<file path="src/hw/rtl/aes_pkg.sv">
package aes_pkg;

    localparam int ROUNDS = 10;
    localparam int CFG_IDX_W = 1;
    localparam int CFG_DATA_W = 64;

    localparam logic [CFG_IDX_W-1:0] KEY_HIGH_IDX = 1'b0;
    localparam logic [CFG_IDX_W-1:0] KEY_LOW_IDX  = 1'b1;

    localparam logic ACT_ENCRYPT = 1'b0;
    localparam logic ACT_DECRYPT = 1'b1;

    typedef struct packed {
        logic         action;
        logic [127:0] state;
        logic [127:0] key;
    } item_t;

    localparam logic [7:0] SBOX [256] = '{
        8'h63,8'h7c,8'h77,8'h7b,8'hf2,8'h6b,8'h6f,8'hc5,8'h30,8'h01,8'h67,8'h2b,8'hfe,8'hd7,8'hab,8'h76,
        8'hca,8'h82,8'hc9,8'h7d,8'hfa,8'h59,8'h47,8'hf0,8'had,8'hd4,8'ha2,8'haf,8'h9c,8'ha4,8'h72,8'hc0,
        8'hb7,8'hfd,8'h93,8'h26,8'h36,8'h3f,8'hf7,8'hcc,8'h34,8'ha5,8'he5,8'hf1,8'h71,8'hd8,8'h31,8'h15,
        8'h04,8'hc7,8'h23,8'hc3,8'h18,8'h96,8'h05,8'h9a,8'h07,8'h12,8'h80,8'he2,8'heb,8'h27,8'hb2,8'h75,
        8'h09,8'h83,8'h2c,8'h1a,8'h1b,8'h6e,8'h5a,8'ha0,8'h52,8'h3b,8'hd6,8'hb3,8'h29,8'he3,8'h2f,8'h84,
        8'h53,8'hd1,8'h00,8'hed,8'h20,8'hfc,8'hb1,8'h5b,8'h6a,8'hcb,8'hbe,8'h39,8'h4a,8'h4c,8'h58,8'hcf,
        8'hd0,8'hef,8'haa,8'hfb,8'h43,8'h4d,8'h33,8'h85,8'h45,8'hf9,8'h02,8'h7f,8'h50,8'h3c,8'h9f,8'ha8,
        8'h51,8'ha3,8'h40,8'h8f,8'h92,8'h9d,8'h38,8'hf5,8'hbc,8'hb6,8'hda,8'h21,8'h10,8'hff,8'hf3,8'hd2,
        8'hcd,8'h0c,8'h13,8'hec,8'h5f,8'h97,8'h44,8'h17,8'hc4,8'ha7,8'h7e,8'h3d,8'h64,8'h5d,8'h19,8'h73,
        8'h60,8'h81,8'h4f,8'hdc,8'h22,8'h2a,8'h90,8'h88,8'h46,8'hee,8'hb8,8'h14,8'hde,8'h5e,8'h0b,8'hdb,
        8'he0,8'h32,8'h3a,8'h0a,8'h49,8'h06,8'h24,8'h5c,8'hc2,8'hd3,8'hac,8'h62,8'h91,8'h95,8'he4,8'h79,
        8'he7,8'hc8,8'h37,8'h6d,8'h8d,8'hd5,8'h4e,8'ha9,8'h6c,8'h56,8'hf4,8'hea,8'h65,8'h7a,8'hae,8'h08,
        8'hba,8'h78,8'h25,8'h2e,8'h1c,8'ha6,8'hb4,8'hc6,8'he8,8'hdd,8'h74,8'h1f,8'h4b,8'hbd,8'h8b,8'h8a,
        8'h70,8'h3e,8'hb5,8'h66,8'h48,8'h03,8'hf6,8'h0e,8'h61,8'h35,8'h57,8'hb9,8'h86,8'hc1,8'h1d,8'h9e,
        8'he1,8'hf8,8'h98,8'h11,8'h69,8'hd9,8'h8e,8'h94,8'h9b,8'h1e,8'h87,8'he9,8'hce,8'h55,8'h28,8'hdf,
        8'h8c,8'ha1,8'h89,8'h0d,8'hbf,8'he6,8'h42,8'h68,8'h41,8'h99,8'h2d,8'h0f,8'hb0,8'h54,8'hbb,8'h16
    };

    function automatic logic [7:0] rcon(input logic [3:0] idx);
        logic [7:0] r;
        case (idx)
            4'd0: r = 8'h01;
            4'd1: r = 8'h02;
            4'd2: r = 8'h04;
            4'd3: r = 8'h08;
            4'd4: r = 8'h10;
            4'd5: r = 8'h20;
            4'd6: r = 8'h40;
            4'd7: r = 8'h80;
            4'd8: r = 8'h1b;
            4'd9: r = 8'h36;
            default: r = 8'h00;
        endcase
        return r;
    endfunction

    function automatic logic [7:0] sbox(input logic [7:0] x);
        return SBOX[x];
    endfunction

    // constant inverse table, built from the forward one
    function automatic logic [7:0] inv_sbox(input logic [7:0] x);
        logic [7:0] r;
        r = 8'h00;
        for (int i = 0; i < 256; i++)
        begin
            if (SBOX[i] == x)
                r = 8'(i);
        end
        return r;
    endfunction

    function automatic logic [7:0] xtime(input logic [7:0] v);
        return {v[6:0], 1'b0} ^ (v[7] ? 8'h1b : 8'h00);
    endfunction

    function automatic logic [7:0] gmul(input logic [7:0] a, input logic [3:0] b);
        logic [7:0] acc;
        logic [7:0] t;
        acc = 8'h00;
        t = a;
        for (int i = 0; i < 4; i++)
        begin
            if (b[i])
                acc = acc ^ t;
            t = xtime(t);
        end
        return acc;
    endfunction

    // byte i sits at bits 127-8i downto 120-8i
    function automatic logic [127:0] byte_subst(input logic [127:0] s, input logic inv);
        logic [127:0] r;
        for (int i = 0; i < 16; i++)
            r[127-8*i -: 8] = inv ? inv_sbox(s[127-8*i -: 8]) : sbox(s[127-8*i -: 8]);
        return r;
    endfunction

    function automatic logic [127:0] row_rotate(input logic [127:0] s, input logic inv);
        logic [127:0] r;
        int src;
        for (int c = 0; c < 4; c++)
        begin
            for (int w = 0; w < 4; w++)
            begin
                src = inv ? ((c + 4 - w) % 4) : ((c + w) % 4);
                r[127-8*(c*4+w) -: 8] = s[127-8*(src*4+w) -: 8];
            end
        end
        return r;
    endfunction

    function automatic logic [127:0] mix_cols(input logic [127:0] s, input logic inv);
        logic [127:0] r;
        logic [3:0]   m [4];
        logic [7:0]   v;
        if (inv)
        begin
            m[0] = 4'd14; m[1] = 4'd11; m[2] = 4'd13; m[3] = 4'd9;
        end
        else
        begin
            m[0] = 4'd2; m[1] = 4'd3; m[2] = 4'd1; m[3] = 4'd1;
        end
        for (int c = 0; c < 4; c++)
        begin
            for (int w = 0; w < 4; w++)
            begin
                v = 8'h00;
                for (int k = 0; k < 4; k++)
                    v = v ^ gmul(s[127-8*(c*4+k) -: 8], m[(k + 4 - w) % 4]);
                r[127-8*(c*4+w) -: 8] = v;
            end
        end
        return r;
    endfunction

    function automatic logic [31:0] key_core(input logic [127:0] k, input logic [7:0] rc);
        logic [31:0] w;
        for (int j = 0; j < 4; j++)
            w[31-8*j -: 8] = sbox(k[127-8*(12+((j+1)%4)) -: 8]);
        w[31:24] = w[31:24] ^ rc;
        return w;
    endfunction

    function automatic logic [127:0] key_fwd(input logic [127:0] k, input logic [7:0] rc);
        logic [127:0] n;
        n[127:96] = k[127:96] ^ key_core(k, rc);
        n[95:64]  = k[95:64] ^ n[127:96];
        n[63:32]  = k[63:32] ^ n[95:64];
        n[31:0]   = k[31:0] ^ n[63:32];
        return n;
    endfunction

    // previous round key from the current one
    function automatic logic [127:0] key_inv(input logic [127:0] n, input logic [7:0] rc);
        logic [127:0] k;
        k[31:0]   = n[31:0] ^ n[63:32];
        k[63:32]  = n[63:32] ^ n[95:64];
        k[95:64]  = n[95:64] ^ n[127:96];
        k[127:96] = n[127:96] ^ key_core(k, rc);
        return k;
    endfunction

endpackage

</file>
<file path="src/hw/rtl/aes_queue.sv">
module aes_queue
(
    input  logic                clk,
    input  logic                rst_n,
    input  logic                push,
    input  aes_pkg::item_t      push_item,
    output logic                not_full,
    input  logic                pop,
    output logic                not_empty,
    output aes_pkg::item_t      head
);

    aes_pkg::item_t data_reg [2];
    logic           wr_ptr_reg;
    logic           rd_ptr_reg;
    logic [1:0]     count_reg;
    logic [1:0]     count_next;

    assign not_full  = (count_reg != 2'd2);
    assign not_empty = (count_reg != 2'd0);
    assign head      = data_reg[rd_ptr_reg];

    always_comb
    begin
        count_next = count_reg;
        if (push && !pop)
            count_next = count_reg + 2'd1;
        else if (pop && !push)
            count_next = count_reg - 2'd1;
    end

    always_ff @(posedge clk or negedge rst_n)
    begin
        if (!rst_n)
        begin
            wr_ptr_reg <= 1'b0;
            rd_ptr_reg <= 1'b0;
            count_reg  <= 2'd0;
        end
        else
        begin
            count_reg <= count_next;
            if (push)
                wr_ptr_reg <= ~wr_ptr_reg;
            if (pop)
                rd_ptr_reg <= ~rd_ptr_reg;
        end
    end

    always_ff @(posedge clk)
    begin
        if (push)
            data_reg[wr_ptr_reg] <= push_item;
    end

endmodule

</file>
<file path="config.mk">
export PLATFORM = sky130hd
export DESIGN_NAME = aes_queue
export DESIGN_NICKNAME = d
export VERILOG_FILES = /design/src/hw/rtl/aes_pkg.sv /design/src/hw/rtl/aes_queue.sv
export SDC_FILE = /design/constraint.sdc
export NUM_CORES = 1
export LEC_CHECK = 0
export BUFFER_PORTS_ARGS = -buffer_cell sky130_fd_sc_hd__buf_2
export CORE_UTILIZATION = 35
export DETAILED_ROUTE_END_ITERATION = 10
export PLACE_DENSITY = 0.67
export RECOVER_POWER = 25
export SLEW_MARGIN = 20
export SYNTH_ARGS = -nofsm -noshare
export SYNTH_HDL_FRONTEND = slang
export SYNTH_SLANG_ARGS = --single-unit
</file>
<file path="constraint.sdc">
create_clock -name clk -period 14.85 [get_ports clk]
set_clock_uncertainty 0.05 [all_clocks]
set_input_delay 1.485 -clock clk [delete_from_list [all_inputs] [get_ports clk]]
set_output_delay 1.485 -clock clk [all_outputs]
set_load 0.01 [all_outputs]
</file>
Word level (Yosys, flattened, before mapping)
Memories as Yosys holds them, arrays and structs flattened.
Cells that the tools add are included.
{"block": "word_totals", "regBits": 4, "ramBits": 514, "input_bits": 261, "output_inout_bits": 259, "word_cells": 19, "n_memories": 1}
{"block": "classes", "n_addsub": 2, "n_eq_ne": 1, "mux": 4, "bitwise": 2, "n_reduce_logical": 6}
{"name": "data_reg", "words": 2, "word_bits": 257, "read_ports": 1, "rd_ports_with_merged_regs": 0, "wr": 1, "line_no": "aes_queue.sv:13", "text": "aes_pkg::item_t data_reg [2];"}
{"operator": "$mux W2", "n": 2}
{"operator": "$reduce_bool A2 Y1", "n": 2}
{"operator": "$add A2 B1 Y2 const B", "n": 1}
{"operator": "$logic_and A1 B1 Y1", "n": 2}
{"operator": "$logic_not A1 Y1", "n": 2}
{"operator": "$mux W1", "n": 2}
{"operator": "$ne A2 B2 Y1 const B", "n": 1}
{"operator": "$not A1 Y1", "n": 2}
{"operator": "$sub A2 B1 Y2 const B", "n": 1}

Depth between registers and ports, before layout
{"block": "depth", "depth_word": 4, "ltp_mapped": 5}

Worst setup path after synthesis
Ideal clock, no wire load.
{"block": "synth_timing", "path_kind": "input to register", "start": "in push", "end": "mem data_reg[0][0] (netlist bit) (enable)", "t_arrival_ns": 12.543, "slack_ns": 1.346, "cell_stages": 1, "cell_sequence": "nor2b_1"}
{"block": "synth_between", "elab_chain_len": 2}
{"element": "from (decl)", "line_no": "aes_queue.sv:5", "text": "input logic push,"}
{"element": "$mux W1", "line_no": "aes_queue.sv:52", "text": "if (push)"}
{"element": "$mux W1 (implied by the code)", "line_no": "aes_queue.sv:53", "text": "data_reg[wr_ptr_reg] <= push_item;"}
{"element": "to (decl)", "line_no": "aes_queue.sv:13"}
No other way between the ends.

==> flow_summary.ini <==
[logic_synthesis]
ys_top_cells_by_area = edfxtp_1 79%, mux2_4 15%, mux2_2 3.2%
syn-num-nets = 1078
yosys_register_bits = 518
synth_edf_count = 514
avgSynthCellArea_um2 = 24.0
ys_seq_area_share_pct = 79.3
synth-main-ff-cell = edfxtp_1
yosys.cell_count.top_type = edfxtp_1
synth_area_um2 = 19600
synth_top_cell_by_area = edfxtp_1
synth_top_cell_area_share_pct = 78.8
ys_types = 16
yosysWarningCount = 0
syn_inst = 816
async_flop_share_pct = 0.772
ys_top_cells_by_count = 514 x edfxtp_1, 201 x mux2_4, 56 x mux2_2, 24 x buf_6

[detailed_routing]
vias = 9542
drc_errors = 0
drt_pre_antenna_iters = 4
wire_per_inst_um = 18.3
viasPerCell = 4.42
postRouteWirelength_um = 39500
first_iter_violations = 401
antenna_left = 0

[placement]
gp_congestion = 0.747
post_dp_cell_area_um2 = 22900
place_hpwl_um = 27100
portBuffers = 519

[outcome]
status = finished, final reports clean

[clock_network]
clk_pin_slew_ns = 0.06
clkSinkCount = 518
ctsResizeCount = 0
clockBufferDepth = 3
root_buffer = clkbuf_16
ctsHoldBuffers = 0
cts_tree = yes
cts_buffers = 52
clk_latency_ns = 0.58
h-tree-depth = 2
post_cts_buffers = 0

[global_route]
grt_usage_pct = 13.2
grt_max_degree = 126
antenna_found_initial = 11
grt_pass1_vias = 10000
overflow = 0
grt_pass1_wl_um = 57200

[die]
core_area_um2 = 55200
rows = 86
die_h_um = 239
design.die.area_um2 = 56900
chipWidth_um = 239
io_pins = 520
start_util_pct = 35.5

[sta]
max_freq_mhz = 195
whs_ns = 0.443
maxSlewHeadroom_pct = 21.5
worst_pin_slew_ns = 1.18
drv_slew = 0
finalSetupViolCount = 0
min_period_over_period_pct = 34.6
rsz0062_at_grt = no
fin_crit_ns = 5.13
hold_violations = 0
tns_ns = 0

[final_layout]
fillers = 4850
largest_register_ff_count = 514
multiInputGateArea_um2 = 3740
fin_area_um2 = 24400
final_net_count = 1632
register_area_um2 = 15500
fin_util_pct = 44.2
drive_gt1_share_pct = 57.2
area_growth_pct = 24.6

[worst_setup_path]
required_ns = 13.32
crit_fanout = 59
start_kind = flip-flop
critPathKind = flip-flop to output pin
critPathCaptureType = output pin
worstPathArrival_ns = 3.60

[power]
leakage_nw = 9.51
peakVddDrop_mv = 0.178
power_density_nw_per_um2 = 191
finalPower_mw = 4.65

[min_path]
hp-class = flip-flop to flip-flop

[job]
maxCapViolations = 0
-- logic make-up after synthesis --
logic type / synth area share, %
muxes: 18.6
adders and majority gates: 0.0639
and+or+nand+nor: 0.147
xor gates and xnor gates: 0.224
buffers and inverters: 1.63
DFF: 79.3
-- critical path, stage by stage, from the launching register on --
cell and delay (ns):
dfrtp_4 0.82, buf_4 0.89, buf_4 0.68, mux2_4 0.35
buf_2 0.14
-- metrics by stage --
stage | std cells | setup slack, ns
global placement | 2064 | 10.20
global route | 2160 | 9.52
CTS | 2156 | 9.64
detailed placement | 2064 | 10.14
finish | 2161 | 9.72
floorplan | 816 | 1.35
-- metal layers --
layer,track usage [%],vias to the layer above,part of all wire (%)
met5,0,-,0.23
met4,4.82,12,2.9
met3,4.99,81,8.7
met2,23.2,368,51
met1,14.6,4706,38
li1,-,4375,-
-- layout make-up --
cell class,count,area share (%)
well taps,748,3.83
inverters,1,0.0154
clock inverters,29,0.672
diodes,5,0.0513
repair buffers,529,10.7
clock buffers,63,5.68
multi-input cells,268,15.3
flip-flops and latches,518,63.7
-- worst paths after layout --
check	endpoint	start	slack (ns)	cells after the start
hold reg to reg	count_reg[1]	count_reg[1]	0.44	1
hold / removal	count_reg[1]	count_reg[1]	0.44	1
min in group asynchronous	rd_ptr_reg	rst_n	0.69	1
setup / recovery	head[139]	rd_ptr_reg	9.72	4
max in group asynchronous	rd_ptr_reg	rst_n	13.83	1
setup reg to reg	data_reg[1][88]	wr_ptr_reg	11.35	3
-- cell usage in the layout, fill, tap and decap left out, drive strengths merged --
cell	n
edfxtp	514
dfrtp	4
nor2b	1
nor2	1
buf	479
xnor2	1
ha	1
xor2	4
clkbuf	113
inv	1
or2	1
nand2b	1
and2	1
clkinv	28
diode	5
mux2	257
bufinv	1
-- power by group --
group          switching, mW  total, mW  leakage, nW  internal, mW
Clock                  0.514       1.19        0.763         0.675
Combinational          0.719       1.43         3.88         0.713
Sequential            0.0890       2.03         4.87          1.94
Total                   1.32       4.65         9.51          3.33
Note: power is estimated with default switching activity, not from simulation.
